**src/rtl/mpbs_pkg.sv**
```systemverilog
package mpbs_pkg;

  localparam int unsigned SizeW  = 16;
  localparam int unsigned SeqW   = 32;
  localparam int unsigned TryW   = 4;
  localparam int unsigned CfgIdxW = 2;
  localparam int unsigned CfgW   = 16;
  localparam int unsigned QDepth = 2;
  localparam int unsigned QPtrW  = $clog2(QDepth);
  localparam int unsigned QCntW  = $clog2(QDepth + 1);

  localparam logic [SizeW-1:0] ReplyLen       = 16'd4;
  localparam logic [SizeW-1:0] MinMtuReset    = 16'd576;
  localparam logic [SizeW-1:0] MaxMtuReset    = 16'd1500;
  localparam logic [TryW-1:0]  RetryLimReset  = 4'd6;
  localparam logic [SizeW-1:0] DoneGapReset   = 16'd16;

  typedef enum logic {
    OP_TICK  = 1'b0,
    OP_REPLY = 1'b1
  } opcode_t;

  typedef enum logic [CfgIdxW-1:0] {
    CFG_MIN_MTU   = 2'd0,
    CFG_MAX_MTU   = 2'd1,
    CFG_RETRY_LIM = 2'd2,
    CFG_DONE_GAP  = 2'd3
  } cfg_idx_t;

  // classified event as held in the queue
  typedef struct packed {
    logic            is_reply;
    logic            len_ok;
    logic [SeqW-1:0] reply_index;
  } mpbs_entry_t;

endpackage

```
**src/rtl/mpbs_if.sv**
```systemverilog
interface mpbs_in_if;
  import mpbs_pkg::*;
  logic             valid;
  logic             ready;
  logic             opcode;
  logic [SeqW-1:0]  reply_index;
  logic [SizeW-1:0] reply_length;

  modport source (output valid, opcode, reply_index, reply_length, input ready);
  modport sink   (input valid, opcode, reply_index, reply_length, output ready);
endinterface

interface mpbs_out_if;
  import mpbs_pkg::*;
  logic             valid;
  logic             ready;
  logic             probe_valid;
  logic [SizeW-1:0] probe_size;
  logic [SeqW-1:0]  probe_index;
  logic             reply_accepted;
  logic [SizeW-1:0] new_mtu;
  logic             search_done;

  modport source (output valid, probe_valid, probe_size, probe_index, reply_accepted,
                  new_mtu, search_done, input ready);
  modport sink   (input valid, probe_valid, probe_size, probe_index, reply_accepted,
                  new_mtu, search_done, output ready);
endinterface

```
**src/rtl/mpbs_front.sv**
```systemverilog
module mpbs_front (
  input  logic                  clk,
  input  logic                  rst_n,
  mpbs_in_if.sink               in_ch,
  output logic                  q_valid,
  output mpbs_pkg::mpbs_entry_t q_head,
  input  logic                  q_pop
);
  import mpbs_pkg::*;

  mpbs_entry_t            mem_r [QDepth];
  logic [QPtrW-1:0]       wr_ptr_r, wr_ptr_nxt;
  logic [QPtrW-1:0]       rd_ptr_r, rd_ptr_nxt;
  logic [QCntW-1:0]       cnt_r, cnt_nxt;
  logic                   push;
  mpbs_entry_t            entry;

  // classify: decode opcode and check reply length up front
  always_comb begin
    entry.is_reply    = (opcode_t'(in_ch.opcode) == OP_REPLY);
    entry.len_ok      = (in_ch.reply_length == ReplyLen);
    entry.reply_index = in_ch.reply_index;
  end

  assign in_ch.ready = (cnt_r != QCntW'(QDepth));
  assign push        = in_ch.valid && in_ch.ready;
  assign q_valid     = (cnt_r != '0);
  assign q_head      = mem_r[rd_ptr_r];

  always_comb begin
    wr_ptr_nxt = wr_ptr_r;
    rd_ptr_nxt = rd_ptr_r;
    cnt_nxt    = cnt_r;
    if (push) begin
      wr_ptr_nxt = (wr_ptr_r == QPtrW'(QDepth - 1)) ? '0 : wr_ptr_r + 1'b1;
    end
    if (q_pop) begin
      rd_ptr_nxt = (rd_ptr_r == QPtrW'(QDepth - 1)) ? '0 : rd_ptr_r + 1'b1;
    end
    case ({push, q_pop})
      2'b10:   cnt_nxt = cnt_r + 1'b1;
      2'b01:   cnt_nxt = cnt_r - 1'b1;
      default: cnt_nxt = cnt_r;
    endcase
  end

  always_ff @(posedge clk) begin
    if (!rst_n) begin
      wr_ptr_r <= '0;
      rd_ptr_r <= '0;
      cnt_r    <= '0;
    end else begin
      wr_ptr_r <= wr_ptr_nxt;
      rd_ptr_r <= rd_ptr_nxt;
      cnt_r    <= cnt_nxt;
    end
  end

  always_ff @(posedge clk) begin
    if (push) begin
      mem_r[wr_ptr_r] <= entry;
    end
  end

endmodule

```
**src/rtl/mpbs_back.sv**
```systemverilog
module mpbs_back (
  input  logic                         clk,
  input  logic                         rst_n,
  input  logic                         q_valid,
  input  mpbs_pkg::mpbs_entry_t        q_head,
  output logic                         q_pop,
  input  logic                         cfg_we,
  input  logic [mpbs_pkg::CfgIdxW-1:0] cfg_index,
  input  logic [mpbs_pkg::CfgW-1:0]    cfg_wdata,
  mpbs_out_if.source                   out_ch
);
  import mpbs_pkg::*;

  logic [SizeW-1:0] min_r, min_nxt;
  logic [SizeW-1:0] max_r, max_nxt;
  logic [TryW-1:0]  retry_r, retry_nxt;
  logic [SizeW-1:0] gap_r, gap_nxt;

  logic [SizeW-1:0] lower_r, lower_nxt;
  logic [SizeW-1:0] upper_r, upper_nxt;
  logic [SizeW-1:0] cur_r, cur_nxt;
  logic [SeqW-1:0]  seq_r, seq_nxt;
  logic [TryW-1:0]  try_r, try_nxt;

  logic             out_valid_r, out_valid_nxt;
  logic             pv_r, pv_nxt;
  logic [SizeW-1:0] psize_r, psize_nxt;
  logic [SeqW-1:0]  pindex_r, pindex_nxt;
  logic             acc_r, acc_nxt;
  logic [SizeW-1:0] mtu_r, mtu_nxt;
  logic             done_r, done_nxt;

  logic             exhaust, send, match;
  logic [SizeW-1:0] upper_dec, tick_upper, tick_cur, reply_cur;
  logic [SizeW:0]   sum_tick, sum_reply, lim_lower, lim_cur;
  logic             tick_in_gap, reply_in_gap, hold_in_gap;
  logic             restart;

  assign q_pop = q_valid && (!out_valid_r || out_ch.ready);

  // tick path: retries exhausted lowers the upper bound and bisects, otherwise the probe repeats at the current size
  always_comb begin
    exhaust     = (try_r >= retry_r);
    upper_dec   = (cur_r == '0) ? '0 : cur_r - 1'b1;
    tick_upper  = exhaust ? upper_dec : upper_r;
    sum_tick    = {1'b0, lower_r} + {1'b0, upper_dec};
    tick_cur    = exhaust ? sum_tick[SizeW:1] : cur_r;
    lim_lower   = {1'b0, lower_r} + {1'b0, gap_r};
    tick_in_gap = ({1'b0, tick_upper} <= lim_lower);
    hold_in_gap = ({1'b0, upper_r} <= lim_lower);
    send        = !tick_in_gap;
  end

  // reply path: matching reply raises the lower bound to the current size
  always_comb begin
    match        = q_head.len_ok && (q_head.reply_index == seq_r);
    sum_reply    = {1'b0, cur_r} + {1'b0, upper_r};
    reply_cur    = sum_reply[SizeW:1];
    lim_cur      = {1'b0, cur_r} + {1'b0, gap_r};
    reply_in_gap = ({1'b0, upper_r} <= lim_cur);
  end

  always_comb begin
    min_nxt   = min_r;
    max_nxt   = max_r;
    retry_nxt = retry_r;
    gap_nxt   = gap_r;
    restart   = 1'b0;
    if (cfg_we) begin
      unique case (cfg_idx_t'(cfg_index))
        CFG_MIN_MTU: begin
          min_nxt = cfg_wdata;
          restart = 1'b1;
        end
        CFG_MAX_MTU: begin
          max_nxt = cfg_wdata;
          restart = 1'b1;
        end
        CFG_RETRY_LIM: retry_nxt = cfg_wdata[TryW-1:0];
        CFG_DONE_GAP:  gap_nxt   = cfg_wdata;
        default:       restart   = 1'b0;
      endcase
    end
  end

  always_comb begin
    lower_nxt     = lower_r;
    upper_nxt     = upper_r;
    cur_nxt       = cur_r;
    seq_nxt       = seq_r;
    try_nxt       = try_r;
    out_valid_nxt = out_valid_r && !out_ch.ready;
    pv_nxt        = pv_r;
    psize_nxt     = psize_r;
    pindex_nxt    = pindex_r;
    acc_nxt       = acc_r;
    mtu_nxt       = mtu_r;
    done_nxt      = done_r;
    if (restart) begin
      lower_nxt = min_nxt;
      upper_nxt = max_nxt;
      cur_nxt   = min_nxt;
      try_nxt   = '0;
    end else if (q_pop) begin
      out_valid_nxt = 1'b1;
      pv_nxt        = 1'b0;
      psize_nxt     = '0;
      pindex_nxt    = '0;
      acc_nxt       = 1'b0;
      mtu_nxt       = '0;
      done_nxt      = hold_in_gap;
      if (!q_head.is_reply) begin
        upper_nxt = tick_upper;
        cur_nxt   = tick_cur;
        seq_nxt   = seq_r + SeqW'(exhaust);
        done_nxt  = tick_in_gap;
        if (exhaust) begin
          try_nxt = send ? TryW'(1) : '0;
        end else if (send) begin
          try_nxt = try_r + 1'b1;
        end
        if (send) begin
          pv_nxt     = 1'b1;
          psize_nxt  = tick_cur;
          pindex_nxt = seq_r + SeqW'(exhaust);
        end
      end else if (match) begin
        try_nxt   = '0;
        seq_nxt   = seq_r + 1'b1;
        lower_nxt = cur_r;
        cur_nxt   = reply_cur;
        acc_nxt   = 1'b1;
        mtu_nxt   = cur_r;
        done_nxt  = reply_in_gap;
      end
    end
  end

  always_ff @(posedge clk) begin
    if (!rst_n) begin
      min_r       <= MinMtuReset;
      max_r       <= MaxMtuReset;
      retry_r     <= RetryLimReset;
      gap_r       <= DoneGapReset;
      lower_r     <= MinMtuReset;
      upper_r     <= MaxMtuReset;
      cur_r       <= MinMtuReset;
      seq_r       <= '0;
      try_r       <= '0;
      out_valid_r <= 1'b0;
    end else begin
      min_r       <= min_nxt;
      max_r       <= max_nxt;
      retry_r     <= retry_nxt;
      gap_r       <= gap_nxt;
      lower_r     <= lower_nxt;
      upper_r     <= upper_nxt;
      cur_r       <= cur_nxt;
      seq_r       <= seq_nxt;
      try_r       <= try_nxt;
      out_valid_r <= out_valid_nxt;
    end
  end

  always_ff @(posedge clk) begin
    pv_r     <= pv_nxt;
    psize_r  <= psize_nxt;
    pindex_r <= pindex_nxt;
    acc_r    <= acc_nxt;
    mtu_r    <= mtu_nxt;
    done_r   <= done_nxt;
  end

  assign out_ch.valid          = out_valid_r;
  assign out_ch.probe_valid    = pv_r;
  assign out_ch.probe_size     = psize_r;
  assign out_ch.probe_index    = pindex_r;
  assign out_ch.reply_accepted = acc_r;
  assign out_ch.new_mtu        = mtu_r;
  assign out_ch.search_done    = done_r;

endmodule

```
**src/rtl/mtu_probe_binary_search.sv**
```systemverilog
// path: an accepted transaction is written into the queue, then popped into the output register
// once that register is free or drains; its result is held there until taken
// throughput: one transaction per cycle while the output is not stalled, set by the search update in the back end
// a two-entry queue sits between the classifier and the search update
// reset (rst_n low at a clock edge, synchronous): registers back to 576/1500/6/16,
// bounds and probe size reloaded, sequence and retry count cleared, queue and output empty
module mtu_probe_binary_search (
  input  logic                         clk,
  input  logic                         rst_n,
  mpbs_in_if.sink                      in_ch,
  mpbs_out_if.source                   out_ch,
  input  logic                         cfg_we,
  input  logic [mpbs_pkg::CfgIdxW-1:0] cfg_index,
  input  logic [mpbs_pkg::CfgW-1:0]    cfg_wdata
);
  import mpbs_pkg::*;

  // handoff between the front (classify + queue) and the back (search state)
  logic        q_valid;
  logic        q_pop;
  mpbs_entry_t q_head;

  // front: decodes the opcode, checks reply length, queues the event
  mpbs_front u_front (
    .clk     (clk),
    .rst_n   (rst_n),
    .in_ch   (in_ch),
    .q_valid (q_valid),
    .q_head  (q_head),
    .q_pop   (q_pop)
  );

  // back: holds bounds, sequence and retry count, bisects, drives the
  // registered result; it pops whenever the output register is free or drains
  mpbs_back u_back (
    .clk       (clk),
    .rst_n     (rst_n),
    .q_valid   (q_valid),
    .q_head    (q_head),
    .q_pop     (q_pop),
    .cfg_we    (cfg_we),
    .cfg_index (cfg_index),
    .cfg_wdata (cfg_wdata),
    .out_ch    (out_ch)
  );

endmodule

```
**src/flat_wrapper.sv**
```systemverilog
// flat-port wrapper written by rule: the top's interface ports become plain ports
module mtu_probe_binary_search_flat import mpbs_pkg::*;
  (clk, rst_n, cfg_we, cfg_index, cfg_wdata, in_ch_valid, in_ch_opcode, in_ch_reply_index, in_ch_reply_length, in_ch_ready, out_ch_valid, out_ch_probe_valid, out_ch_probe_size, out_ch_probe_index, out_ch_reply_accepted, out_ch_new_mtu, out_ch_search_done, out_ch_ready);
  mpbs_in_if in_ch_i ();
  mpbs_out_if out_ch_i ();
  input  logic clk;
  input  logic rst_n;
  input  logic cfg_we;
  input  logic [mpbs_pkg::CfgIdxW-1:0] cfg_index;
  input  logic [mpbs_pkg::CfgW-1:0] cfg_wdata;
  input wire logic [$bits(in_ch_i.valid)-1:0] in_ch_valid;
  input wire logic [$bits(in_ch_i.opcode)-1:0] in_ch_opcode;
  input wire logic [$bits(in_ch_i.reply_index)-1:0] in_ch_reply_index;
  input wire logic [$bits(in_ch_i.reply_length)-1:0] in_ch_reply_length;
  output wire logic [$bits(in_ch_i.ready)-1:0] in_ch_ready;
  output wire logic [$bits(out_ch_i.valid)-1:0] out_ch_valid;
  output wire logic [$bits(out_ch_i.probe_valid)-1:0] out_ch_probe_valid;
  output wire logic [$bits(out_ch_i.probe_size)-1:0] out_ch_probe_size;
  output wire logic [$bits(out_ch_i.probe_index)-1:0] out_ch_probe_index;
  output wire logic [$bits(out_ch_i.reply_accepted)-1:0] out_ch_reply_accepted;
  output wire logic [$bits(out_ch_i.new_mtu)-1:0] out_ch_new_mtu;
  output wire logic [$bits(out_ch_i.search_done)-1:0] out_ch_search_done;
  input wire logic [$bits(out_ch_i.ready)-1:0] out_ch_ready;
  assign in_ch_i.valid = in_ch_valid;
  assign in_ch_i.opcode = in_ch_opcode;
  assign in_ch_i.reply_index = in_ch_reply_index;
  assign in_ch_i.reply_length = in_ch_reply_length;
  assign in_ch_ready = in_ch_i.ready;
  assign out_ch_valid = out_ch_i.valid;
  assign out_ch_probe_valid = out_ch_i.probe_valid;
  assign out_ch_probe_size = out_ch_i.probe_size;
  assign out_ch_probe_index = out_ch_i.probe_index;
  assign out_ch_reply_accepted = out_ch_i.reply_accepted;
  assign out_ch_new_mtu = out_ch_i.new_mtu;
  assign out_ch_search_done = out_ch_i.search_done;
  assign out_ch_i.ready = out_ch_ready;
  mtu_probe_binary_search u_core (.clk(clk), .rst_n(rst_n), .in_ch(in_ch_i), .out_ch(out_ch_i), .cfg_we(cfg_we), .cfg_index(cfg_index), .cfg_wdata(cfg_wdata));
endmodule
```
**config.mk**
```make
export PLATFORM = sky130hd
export DESIGN_NAME = mtu_probe_binary_search_flat
export DESIGN_NICKNAME = d
export VERILOG_FILES = /design/src/rtl/mpbs_pkg.sv /design/src/rtl/mpbs_if.sv /design/src/rtl/mpbs_front.sv /design/src/rtl/mpbs_back.sv /design/src/rtl/mtu_probe_binary_search.sv /design/src/flat_wrapper.sv
export SDC_FILE = /design/constraint.sdc
export NUM_CORES = 1
export LEC_CHECK = 0
export ABC_AREA = 1
export BUFFER_PORTS_ARGS = -buffer_cell sky130_fd_sc_hd__buf_2
export CAP_MARGIN = 30
export CORE_MARGIN = 8
export CORE_UTILIZATION = 55
export CTS_BUF_LIST = sky130_fd_sc_hd__clkbuf_8 sky130_fd_sc_hd__clkbuf_16
export DETAILED_ROUTE_END_ITERATION = 7
export HOLD_SLACK_MARGIN = 0.06
export PLACE_DENSITY = 0.74
export SLEW_MARGIN = 15
export SYNTH_ARGS = -nofsm -noshare
export SYNTH_HDL_FRONTEND = slang
export SYNTH_SLANG_ARGS = --single-unit
```
**constraint.sdc**
```tcl
create_clock -name clk -period 11.6 [get_ports clk]
set_input_delay 1.74 -clock clk [delete_from_list [all_inputs] [get_ports clk]]
set_output_delay 1.74 -clock clk [all_outputs]
set_load 0.05 [all_outputs]
```
* Yosys cells after proc, flatten, opt, wreduce, memory -nomap -nowiden *
Memories as Yosys holds them, arrays and structs flattened. A register that Yosys moved wholly into a read port is not among the register bits.
Cells that the tools add are included.

storage, ports and cells
  word-level logic and storage cells = 116
  bits in writable memories = 68
  bits of input ports = 72
  register bits = 208
  output and inout port bits = 69
  memories kept = 1

memory list
  memory                words  width  read ports  clocked after memory_dff  wr ports  line              source
  u_core.u_front.mem_r  2      34     1           1                         1         mpbs_front.sv:11  mpbs_entry_t mem_r [QDepth];

cells by class
  mux-type cells = 40
  order comparisons = 4
  bitwise gates (word level) = 2
  add/subtract/negate cells = 12
  reduce and logical (&&, ||, !) cells = 26
  equal/unequal tests = 12

operator list
  cell                                                                  number
  16-bit two-way mux                                                    18
  16-bit by 16-bit adder with 17-bit output                             4
  32-bit two-way mux                                                    2
  16-bit by 17-bit <= comparator with 1-bit output                      3
  32-bit by 1-bit adder with 32-bit output                              1
  32-bit by 1-bit adder with 32-bit output, second input constant       1
  32-bit == test                                                        1
  16-bit by 3-bit == test with 1-bit output, second input constant      1
  16-bit logical NOT                                                    1
  4-bit two-way mux                                                     4
  16-bit by 1-bit subtractor with 16-bit output, second input constant  1
  1-bit two-way mux                                                     15
  2-bit AND reduction                                                   6
  2-bit nonzero test                                                    5
  3-bit AND reduction                                                   3
  2-bit == test, second input constant                                  3
  2-bit OR reduction                                                    3
  4-bit by 1-bit adder with 4-bit output, second input constant         1
  2-bit by 1-bit == test with 1-bit output, second input constant       2
  4-bit >= comparator                                                   1
  1-bit logical AND                                                     4
  2-bit by 1-bit != test with 1-bit output, second input constant       2
  2-bit one-hot mux with 2 select lines                                 1
  3-bit by 1-bit != test with 1-bit output, second input constant       1
  9 further kinds                                                       12

* Logic depth before layout (Yosys ltp) *
Gate-level depths: netlist (run 1).

  depth in word-level cells = 7
  depth in mapped cells = 28
  mapped depth without buffers = 26

* By module *
From an unflattened synthesis (run 1), not the netlist that was laid out.

unflattened totals
  cell total of the unflattened synthesis = 2217
  area total of the unflattened synthesis = 17590.6 um^2

modules (own cells, without submodules)
  module      instances  area an instance (um^2)  seq. area each (um^2)  cells an instance
  mpbs_back   1          14706.6                  4754.6                 2065
  mpbs_front  1          2884.0                   2142.1                 152

* Least setup slack after synthesis (run 1) *
OpenSTA, ideal clock, no wires.

  path kind = input port to flip-flop
  start point = in out_ch_ready
  end point = reg u_core.u_back.upper_r[2]
  setup time = 79 ps
  setup slack = 5729 ps
  buffers on the path = 0
  stages = 8
  required time = 11521 ps
  arrival time = 5792 ps
  cell sequence = nor2_1 > nor2_1 > inv_1 > nor2_1 > nand2_1 > inv_1 > nand2_1 > o211ai_1

between the ends
  word-level cells in the longest chain between the ends = 4

RTL lines
  element                        line                           source
  from (decl)                    flat_wrapper.sv:23             input wire logic [$bits(out_ch_i.ready)-1:0] out_ch_ready;
  1-bit logical OR               mpbs_back.sv:39                assign q_pop = q_valid && (!out_valid_r || out_ch.ready);
  1-bit logical AND              mpbs_back.sv:39
  via u_core.q_pop               mtu_probe_binary_search.sv:20  logic q_pop;
  2-bit nonzero test (no line)   n/a
  2-bit AND reduction (no line)  n/a
  to (signal assigned)           mpbs_back.sv:146               upper_r <= MaxMtuReset;
  to (signal assigned)           mpbs_back.sv:157               upper_r <= upper_nxt;
  to (decl)                      mpbs_back.sv:20                logic [SizeW-1:0] upper_r, upper_nxt;

The timed path passes the listed nets, and every way through them passes these cells.
A chain may end at the register's enable or synchronous reset.

* Worst setup path in the final report (run 1) *
  start point = reg u_core.u_back.lower_r[2]
  end point = reg u_core.u_back.psize_r[4] (netlist: u_core.u_back.out_ch.probe_size[4]), data pin

between the ends
  word-level cells in the longest chain between the ends = 3
  elaborated cells on any way between the ends = 5
  those cells by class = add/sub: 2; order compare: 1; mux: 1; reduce/logical: 1

RTL lines
  element                                           line              source
  from (decl)                                       mpbs_back.sv:19   logic [SizeW-1:0] lower_r, lower_nxt;
  from (signal assigned)                            mpbs_back.sv:145  lower_r <= MinMtuReset;
  from (signal assigned)                            mpbs_back.sv:156  lower_r <= lower_nxt;
  16-bit by 16-bit adder with 17-bit output         mpbs_back.sv:48   lim_lower = {1'b0, lower_r} + {1'b0, gap_r};
  16-bit by 17-bit <= comparator with 1-bit output  mpbs_back.sv:49   tick_in_gap = ({1'b0, tick_upper} <= lim_lower);
  2-bit OR reduction (no line)                      n/a
  to (signal assigned)                              mpbs_back.sv:167  psize_r <= psize_nxt;
  to (decl)                                         mpbs_back.sv:27   logic [SizeW-1:0] psize_r, psize_nxt;

Parallel ways exist; a longest one is shown, timed or not.

==> results of run 1 <==
-- logic make-up (layout without fill, tap and decap cells) --
logic type                 count (synthesis)  after routing  synth area share
and+or+nand+nor                         1013           1013            0.2412
AOI/OAI and AO/OA                        433            433            0.1350
buffers and inverters                    286            423           0.06872
DFF                                      277            277            0.3942
adders and majority gates                120            120           0.08753
xor gates and xnor gates                 116            116           0.05850
muxes                                     26             26           0.01487
other                                      0              1                 0
-- area by class of cell --
type | count | area, µm²
Fill cell | 2890 | 12060
Multi-Input combinational cell | 1708 | 9427
Sequential cell | 277 | 6897
Timing Repair Buffer | 155 | 850.8
Clock buffer | 34 | 805.8
Inverter | 212 | 795.8
Tap cell | 402 | 503.0
Clock inverter | 22 | 137.6
Antenna cell | 1 | 2.502
-- power groups by stage --
stage	Clock (mW)	Sequential (mW)	Combinational, mW
global route	0.959	1.47	2.64
detailed placement	0	1.47	2.36
CTS	0.922	1.45	2.37
floorplan	0	1.70	1.47
global placement	0	1.47	2.33
finish	0.914	1.46	2.40
-- through the flow --
step	hold WS, ns	area [µm²]
after global placement	0.4355	18410
after floorplan	0.4211	17500
after global routing	0.4882	19420
after CTS	0.4624	19370
final	0.4631	19420
after detailed placement	0.4490	18430
-- registers in the layout (all words and copies together), names as in the netlist, 4 cells and up, named ones only --
register / cells
u_core.u_back.upper_r: 16
u_core.u_back.gap_r: 16
u_core.u_back.retry_r: 4
u_core.u_back.out_ch.probe_size: 16
u_core.u_back.min_r: 16
u_core.u_front.mem_r: 68
u_core.u_back.out_ch.probe_index: 32
u_core.u_back.cur_r: 16
u_core.u_back.seq_r: 32
u_core.u_back.max_r: 16
u_core.u_back.lower_r: 16
u_core.u_back.out_ch.new_mtu: 16
u_core.u_back.try_r: 4
-- critical path, cell delays in order, from the launching register on --
cell	delay, ns
dfxtp_1	0.40
ha_1	0.43
nand3_1	0.10
nand2_1	0.14
a21oi_1	0.08
o21ai_0	0.34
nand3_1	0.15
o2111ai_1	0.21
a31oi_1	0.16
xor2_1	0.20
ha_1	0.33
and3_1	0.16
nand3_1	0.08
nor3b_1	0.21
nand3b_1	0.13
nand2_2	0.33
nor2_2	0.07
inv_2	0.53
nor2_1	0.11
-- per-layer routing --
metal | up-vias | part of all wire
li1 | 7857 | -
met1 | 7678 | 0.38
met2 | 752 | 0.48
met3 | 233 | 0.064
met4 | 2 | 0.075
met5 | - | 0.00022
-- worst min path at each step --
| stage | start | endpoint |
|---|---|---|
| 3_3_place_gp | u_core.u_front.rd_ptr_r$_SDFFE_PN0P_ | u_core.u_front.rd_ptr_r$_SDFFE_PN0P_ |
| 5_1_grt | u_core.u_front.rd_ptr_r$_SDFFE_PN0P_ | u_core.u_front.rd_ptr_r$_SDFFE_PN0P_ |
| 3_5_place_dp | u_core.u_back.max_r[7]$_SDFF_PN1_ | u_core.u_back.max_r[7]$_SDFF_PN1_ |
| 6_report | u_core.u_back.max_r[7]$_SDFF_PN1_ | u_core.u_back.max_r[7]$_SDFF_PN1_ |
| 4_1_cts | u_core.u_back.max_r[7]$_SDFF_PN1_ | u_core.u_back.max_r[7]$_SDFF_PN1_ |
| 2_1_floorplan | u_core.u_back.min_r[6]$_SDFF_PN1_ | u_core.u_back.min_r[6]$_SDFF_PN1_ |
-- cell usage in the layout (no fill, tap or decap), drive strengths merged, types with 4 or more instances in the layout --
cell type / instances
a21o: 7
a21oi: 190
a31oi: 5
buf: 154
clkbuf: 35
clkinv: 9
clkinvlp: 4
dfxtp: 142
edfxtp: 135
fa: 4
ha: 116
inv: 220
mux2i: 26
nand2: 503
nand3: 77
nand3b: 11
nand4: 33
nor2: 319
nor3: 40
nor4: 14
o2111ai: 4
o211ai: 23
o21ai: 174
o21bai: 6
o221ai: 5
or2: 10
xnor2: 20
xor2: 96
==> impl_metrics.py, run 1 <==
metrics = {
    "pwr": {
        "power_frac_comb": 0.503,
        "ir_worst_vdd_v": 0.0001554,
        "intPower_mw": 2.460,
        "p_sw_frac": 0.4851,
        "p_seq_frac": 0.305,
        "p_sw_mw": 2.317,
        "p_leak_nw": 8.308,
        "clockPowerShare": 0.191,
        "power-per-cell-area_nw_per_um2": 246.0,
        "power_mw": 4.777,
    },
    "cts": {
        "cts_root_buf": "clkbuf_16",
        "holdBufCountCts": 0,
        "clock-sinks": 277,
        "tritoncts": "built",
        "clk_pin_slew_worst_paths_ns": 0.06,
        "cts_setup_buffers": 0,
        "clock_path_buffers": 3,
        "clk_latency_ns": 0.57,
        "cts_buffers": 30,
        "post_cts_resized": 0,
        "htree_levels": 1,
    },
    "sta": {
        "rsz0062_at_grt": "no",
        "fmax_ghz": 0.2230,
        "worst_slack_ns": 7.115,
        "drv_slew": 0,
        "finalSetupViolCount": 0,
        "finalHoldViolCount": 0,
        "fin_skew_ns": 0.01618,
        "final.setup.tns_ns": 0,
        "finalCriticalPeriod_ns": 4.485,
        "fin_crit_sh": 0.3867,
        "slew-limit-headroom": 0.3785,
        "tightest_slew_ns": 0.9322,
    },
    "synthesis": {
        "ys_ff_latch": 277,
        "syn_inst": 2271,
        "synth_enable_flop_cells": 135,
        "avgSynthCellArea_um2": 7.704,
        "synth_area_um2": 17500,
        "synth_area_leader_cell": "edfxtp_1",
        "synth_cell_type_count": 58,
        "synth_flop_cell": "dfxtp_1",
        "ys_top_cells_by_area": "edfxtp_1, dfxtp_1, nand2_1, ha_1, nor2_1",
        "synthArstFlopShare": 0,
        "synth_top_cell_area_share": 0.2317,
        "yosysSeqAreaShare": 0.3942,
        "synth_common_cells": "nand2_1, nor2_1, inv_1",
        "synth_nets": 2463,
        "synth.most_common_cell": "nand2_1",
        "yosys_warnings": 0,
    },
    "grt": {
        "grt_pass1_wl_um": 90910,
        "gr-total-overflow": 0,
        "met2_usage": 0.5295,
        "grt_max_degree": 70,
        "grt_util_met3": 0.04163,
        "grt_pass1_vias": 15923,
        "antenna_found_initial": 2,
        "top_usage_layer": "met2",
        "track_usage": 0.3046,
        "groute.layer.met1.usage": 0.3494,
    },
    "setup_path": {
        "critical_path.startpoint": "u_core.u_back.lower_r[2]$_SDFFE_PN0P_",
        "rr_endpoint": "u_core.u_back.out_ch.probe_size[4]$_SDFFCE_PP0P_",
        "reg2reg_depth": 18,
        "end_kind": "register",
        "arrival_ns": 4.78,
        "cp_max_fo": 38,
        "start_kind": "register",
        "r2r_start": "u_core.u_back.lower_r[2]$_SDFFE_PN0P_",
        "path_class": "reg -> reg",
        "worstSetupEndpoint": "u_core.u_back.out_ch.probe_size[4]$_SDFFCE_PP0P_",
        "r2r_slack_ns": 7.11,
        "critPathRequiredTime_ns": 11.89,
    },
    "routing": {
        "drc": 0,
        "vias_per_cell": 5.878,
        "via_count": 16522,
        "ant_nets": 0,
        "routed_wl_um": 59520,
        "firstDrtPassIters": 7,
        "post_drt_wl_per_cell_um": 21.17,
        "first_iter_violations": 1362,
    },
    "run": {
        "drv_cap": 0,
    },
    "layout": {
        "areaGrowthSynthToFinish_pct": 10.98,
        "utilization": 0.6170,
        "fin_cells": 2811,
        "nets": 2576,
        "drive_above_1_share": 0.09718,
    },
    "placed_design": {
        "dp.final_hpwl_um": 46160,
        "portBuffers": 140,
        "place_inst": 2752,
        "gp_congestion": 1.038,
        "post-place-ws_ns": 6.831,
    },
    "floorplan": {
        "core-area_um2": 31470,
        "io_pins": 141,
        "die-area_um2": 37780,
        "start_util": 0.5559,
        "fp-row-count": 65,
        "die_h_um": 194.4,
        "die_w_um": 194.4,
    },
    "status": {
        "status": "completed",
    },
    "min_path": {
        "min-delay-path-class": "reg -> reg",
        "holdPathStages": 2,
    },
}
Note: power is estimated with default switching activity, not from simulation.
==> run 2, diff against run 1 <==
ABC_AREA = 0   (was 1)
PLACE_DENSITY = 0.77   (was 0.74)
clock period = 3.6 ns   (was 11.6 ns; I/O delays follow)
==> impl_metrics.py, run 2 <==
metrics = {
    "status": {
        "status": "finished, violations left",
        "violations": "negative setup slack",
    },
    "routing": {
        "firstDrtPassIters": 6,
        "via_count": 15604,
        "drc": 0,
        "met3_length_um": 4171,
        "wl_met1_um": 23810,
        "top_layer_used": "met4",
        "ant_nets": 0,
        "wl_met2_um": 27550,
        "vias_per_cell": 6.022,
        "routed_wl_um": 58550,
        "first_iter_violations": 1625,
        "post_drt_wl_per_cell_um": 22.60,
    },
    "layout": {
        "drive_above_1_share": 0.2633,
        "nets": 2362,
        "largest_reg_flops": 68,
        "n_antenna_cell": 0,
        "final_cell_mix": "buf_4, nand2_1, dfxtp_1",
        "areaGrowthSynthToFinish_pct": 26.81,
        "regMostFlops": "u_core.u_front.mem_r",
        "layout_commonest_cell": "buf_4",
    },
    "run": {
        "drv_cap": 0,
    },
    "synthesis": {
        "synth-simple-area-share": 0.2009,
        "avgSynthCellArea_um2": 9.376,
        "synth_enable_flop_cells": 135,
        "synth_common_cells": "nand2_1, nor2_1, dfxtp_1",
        "synth_compound_area_frac": 0.1444,
        "synth_nets": 2002,
        "ys_top_cells_by_area": "edfxtp_1, dfxtp_1, ha_1, mux2i_1, nand2_1",
        "synth_flop_cell": "dfxtp_1",
        "synthAdderAreaFrac": 0.09142,
        "synth_cell_type_count": 80,
        "syn_inst": 1810,
        "synth.most_common_cell": "nand2_1",
        "synth-xor-area-share": 0.07019,
        "synth_area_um2": 16970,
        "synthArstFlopShare": 0,
        "synth_top_cell_area_share": 0.2389,
        "synth_top_family_by_area": "simple AND/OR/NAND/NOR gates",
        "yosys_warnings": 0,
        "yosysSeqAreaShare": 0.4064,
        "ys_ff_latch": 277,
        "synth_area_leader_cell": "edfxtp_1",
        "synth_mux_area_frac": 0.05426,
    },
    "min_path": {
        "min-delay-path-class": "in -> reg",
    },
    "grt": {
        "antenna_found_initial": 1,
        "grt_pass1_wl_um": 87850,
        "gr-total-overflow": 0,
        "track_usage": 0.3093,
        "grt_pass1_vias": 15272,
        "grt_max_degree": 74,
    },
    "sta": {
        "fmax_ghz": 0.2182,
        "finalHoldViolCount": 0,
        "slew-limit-headroom": 0.3816,
        "fin_skew_ns": 0.01454,
        "worst_slack_ns": -0.9832,
        "finalCriticalPeriod_ns": 4.583,
        "tightest_slew_ns": 0.9179,
        "finalSetupViolCount": 67,
        "rsz0062_at_grt": "yes",
        "drv_slew": 0,
        "fin_crit_sh": 1.273,
    },
    "setup_path": {
        "end_kind": "register",
        "start_kind": "register",
        "cp_max_fo": 6,
        "cp_top_family": "simple AND/OR/NAND/NOR gates",
        "crit_chain": "or4_4, or4_4, or2_4, nor4_4, nor3b_2, mux2_4, mux2_4, ha_4, nand3_2, nor2_2, nand2_1, or4b_4, o211a_4, nand3_4, clkbuf_16, nor2_1",
        "slowest_delay_ns": 0.54,
        "arrival_ns": 4.91,
        "path_class": "reg -> reg",
        "crit_buf_inv": 1,
        "critPathRequiredTime_ns": 3.92,
        "cp_slowest_cell": "or4_4",
    },
    "placed_design": {
        "dp.final_hpwl_um": 43940,
        "post-place-ws_ns": -1.024,
        "portBuffers": 140,
        "gp_congestion": 1.078,
    },
    "cts": {
        "clk_pin_slew_worst_paths_ns": 0.06,
        "clock_path_buffers": 3,
        "htree_levels": 1,
        "clock-sinks": 277,
        "cts_root_buf": "clkbuf_16",
        "tritoncts": "built",
        "clk_latency_ns": 0.59,
        "cts_buffers": 31,
    },
    "floorplan": {
        "fp-row-count": 64,
        "die_h_um": 191.7,
        "start_util": 0.5563,
        "io_pins": 141,
        "core-area_um2": 30510,
        "die_w_um": 191.7,
        "die-area_um2": 36730,
    },
    "pwr": {
        "p_leak_nw": 9.231,
        "power-per-cell-area_nw_per_um2": 607.0,
        "ir_worst_vdd_v": 0.0005840,
        "power_mw": 13.06,
    },
}
run 2: worst paths after layout:
check,endpoint,cells after the start,start,slack (ns)
max,u_core.u_back.out_ch.probe_index[3]$_SDFFCE_PP0P_,16,u_core.u_back.cur_r[2]$_SDFFE_PN0P_,-0.98
min,u_core.u_front.mem_r[1][27]$_DFFE_PP_,1,in_ch_reply_index[27],0.14
max reg2reg,u_core.u_back.out_ch.probe_index[3]$_SDFFCE_PP0P_,16,u_core.u_back.cur_r[2]$_SDFFE_PN0P_,-0.98
min reg2reg,u_core.u_back.min_r[10]$_SDFF_PN0_,2,u_core.u_back.min_r[10]$_SDFF_PN0_,0.47
run 2: area by class of cell:
type / count / area [µm²]
Clock inverter: 26 / 241.5
Clock buffer: 32 / 800.8
Tap cell: 396 / 495.5
Multi-Input combinational cell: 1400 / 9968
Timing Repair Buffer: 426 / 2984
Inverter: 34 / 128.9
Fill cell: 2308 / 8989
Sequential cell: 277 / 6902
run 2: stage by stage:
step / std cells / area, µm² / hold slack (ns) / TNS [ns] / util
after CTS: 2571 / 21080 / 0.1239 / -52.51 / 0.6909
after global routing: 2591 / 21520 / 0.1292 / -65.30 / 0.7054
after global placement: 2502 / 19770 / 0.4492 / -54.02 / 0.6481
final: 2591 / 21520 / 0.1417 / -56.51 / 0.7054
after floorplan: 1810 / 17050 / 0.4366 / -50.45 / -
after detailed placement: 2502 / 19770 / 0.4558 / -58.81 / 0.6481
run 2: report_power, final:
group / leakage, nW / internal [mW] / switching [mW]
registers: 2.44 / 3.85 / 0.230
clock network: 0.519 / 1.85 / 1.38
logic: 6.27 / 2.19 / 3.56
run 2: repair_timing:
item	in CTS	in global routing
resized for setup	44	48
pin swaps	25	46
gates cloned	1	4
hold endpoints to repair	0	0
setup buffers	10	15
hold buffers	0	0
setup endpoints to repair	71	75
run 2: layer usage:
layer	GRT usage	up-vias
li1	-	7270
met2	0.5125	661
met1	0.3853	7504
met5	0	-
met3	0.05701	169
met4	0.1471	0
run 2: cell families (layout without fill, tap and decap cells):
family / count (synthesis) / count (layout)
multiplexers: 91 / 91
XOR/XNOR: 136 / 136
adder cells (fa/ha/maj): 122 / 122
flip-flops: 277 / 277
AND/OR/NAND/NOR: 693 / 693
buffers and inverters: 133 / 518
AO/OA/AOI/OAI: 358 / 358
==> run 3, diff against run 2 <==
RECOVER_POWER = 100   (was not set)
==> impl_metrics.py, run 3 (synthesis results as in run 2) <==
metrics = {
    "placed_design": {
        "place_inst": 2502,
        "place_area_um2": 19770,
        "portBuffers": 140,
        "dp.final_hpwl_um": 43940,
        "gp_congestion": 1.078,
        "post-place-ws_ns": -1.024,
    },
    "grt": {
        "grt_max_degree": 74,
        "grt_pass1_vias": 15272,
        "track_usage": 0.3093,
        "gr-total-overflow": 0,
        "groute.layer.met1.usage": 0.3853,
        "grt_util_met3": 0.05701,
        "met2_usage": 0.5125,
        "top_usage_layer": "met2",
        "antenna_found_initial": 1,
        "grt_pass1_wl_um": 87850,
    },
    "setup_path": {
        "path_class": "reg -> reg",
        "end_kind": "register",
        "critical_path.startpoint": "u_core.u_back.cur_r[2]$_SDFFE_PN0P_",
        "cp_slowest_cell": "or4_4",
        "cp_max_fo": 6,
        "crit_chain": "or4_4, or4_4, or2_4, nor4_4, nor3b_2, mux2_4, mux2_4, ha_4, nand3_2, nor2_2, nand2_1, or4b_4, o211a_4, nand3_4, clkbuf_16, nor2_1",
        "slowest_delay_ns": 0.54,
        "critPathRequiredTime_ns": 3.93,
        "r2r_start": "u_core.u_back.cur_r[2]$_SDFFE_PN0P_",
        "arrival_ns": 4.92,
        "start_kind": "register",
    },
    "layout": {
        "layout_commonest_cell": "buf_4",
        "largest_reg_flops": 68,
        "areaGrowthSynthToFinish_pct": 25.79,
        "regMostFlops": "u_core.u_front.mem_r",
        "n_antenna_cell": 0,
        "fin_cells": 2591,
        "final_area_um2": 21350,
        "final_cell_mix": "buf_4, nand2_1, dfxtp_1",
        "drive_above_1_share": 0.2205,
        "nets": 2362,
    },
    "cts": {
        "tritoncts": "built",
        "clk_pin_slew_worst_paths_ns": 0.06,
        "cts_buffers": 31,
        "clock_path_buffers": 3,
        "clock-sinks": 277,
        "clk_latency_ns": 0.59,
        "htree_levels": 1,
        "cts_root_buf": "clkbuf_16",
    },
    "routing": {
        "post_drt_wl_per_cell_um": 22.67,
        "drc": 0,
        "routed_wl_um": 58750,
        "via_count": 15597,
        "firstDrtPassIters": 5,
        "ant_nets": 0,
        "first_iter_violations": 1485,
        "vias_per_cell": 6.020,
    },
    "floorplan": {
        "die_w_um": 191.7,
        "die_h_um": 191.7,
        "io_pins": 141,
        "start_util": 0.5563,
        "fp-row-count": 64,
        "die-area_um2": 36730,
        "core-area_um2": 30510,
    },
    "sta": {
        "worst_slack_ns": -0.9942,
        "finalSetupViolCount": 127,
        "rsz0062_at_grt": "yes",
        "hold_slack_ns": 0.1409,
        "drv_slew": 99,
        "fin_crit_sh": 1.276,
        "fmax_ghz": 0.2177,
        "finalHoldViolCount": 0,
        "slew-limit-headroom": -0.2407,
        "fin_skew_ns": 0.01058,
        "finalCriticalPeriod_ns": 4.594,
        "tightest_slew_ns": 1.861,
    },
    "status": {
        "violations": "max-capacitance violations, max-slew violations, negative setup slack",
        "status": "finished, violations left",
    },
    "pwr": {
        "ir_worst_vdd_v": 0.0005580,
        "p_leak_nw": 8.938,
        "power-per-cell-area_nw_per_um2": 608.9,
    },
    "min_path": {
        "min_from": "in_ch_reply_index[27]",
        "min-delay-path-class": "in -> reg",
    },
    "run": {
        "drv_cap": 3,
    },
}
==> run 3: cell count changes in the layout (fill, tap and decap cells not counted), sizes merged <==
cell    delta
clkbuf    +94
buf       -94
==> run 3: path summary, 6_finish.rpt <==
path | end | slack, ns | depth (start not counted)
max | u_core.u_back.out_ch.probe_index[3]$_SDFFCE_PP0P_ | -0.99 | 16
min | u_core.u_front.mem_r[0][27]$_DFFE_PP_ | 0.14 | 1
max reg2reg | u_core.u_back.out_ch.probe_index[3]$_SDFFCE_PP0P_ | -0.99 | 16
min reg2reg | u_core.u_back.min_r[10]$_SDFF_PN0_ | 0.47 | 2
==> run 3: final cells by class <==
class	instances	area (µm²)
inverter	34	128.9
sequential	277	6899
clock buffer	32	800.8
timing repair buffer	426	2829
fill	2370	9161
multi-input combinational	1400	9953
tap	396	495.5
clock inverter	26	241.5
==> run 3: worst max-delay path, delay by kind of cell (launching register included) <==
family                   cells  cell delay (ns)
adder cells (fa/ha/maj)      1             0.27
multiplexers                 2             0.62
flip-flops                   1             0.32
buffers and inverters        1             0.22
AO/OA/AOI/OAI                1             0.26
AND/OR/NAND/NOR             11             2.63
==> run 3: through the flow <==
stage / utilization / total power, mW / TNS (ns)
2_1_floorplan: - / 7.430 / -50.45
3_3_place_gp: 0.6481 / 9.206 / -54.02
3_5_place_dp: 0.6481 / 9.272 / -58.81
4_1_cts: 0.6909 / 12.68 / -52.51
5_1_grt: 0.6997 / 13.53 / -89.05
6_report: 0.6997 / 13.00 / -71.60
==> run 3: per-layer routing <==
| layer | part of all wire | wire, µm | vias to the layer above |
|---|---|---|---|
| met2 | 0.47 | 27460 | 690 |
| met4 | 0.052 | 3078 | 0 |
| met5 | 0 | 0 | - |
| li1 | - | - | 7278 |
| met3 | 0.075 | 4419 | 172 |
| met1 | 0.40 | 23790 | 7457 |
==> run 3: power breakdown <==
part	switching, mW	total [mW]	leakage [nW]	internal [mW]
registers	0.237	4.11	2.44	3.87
clock network	1.39	3.24	0.519	1.85
logic	3.57	5.66	5.98	2.09
total	5.19	13.0	8.94	7.81
==> run 3: what timing repair did <==
item,CTS,global route
gates cloned,1,4
setup buffers,10,15
gates resized for setup,44,48
endpoints found under the setup margin,71,75
pin swaps,25,46
hold buffers,0,0
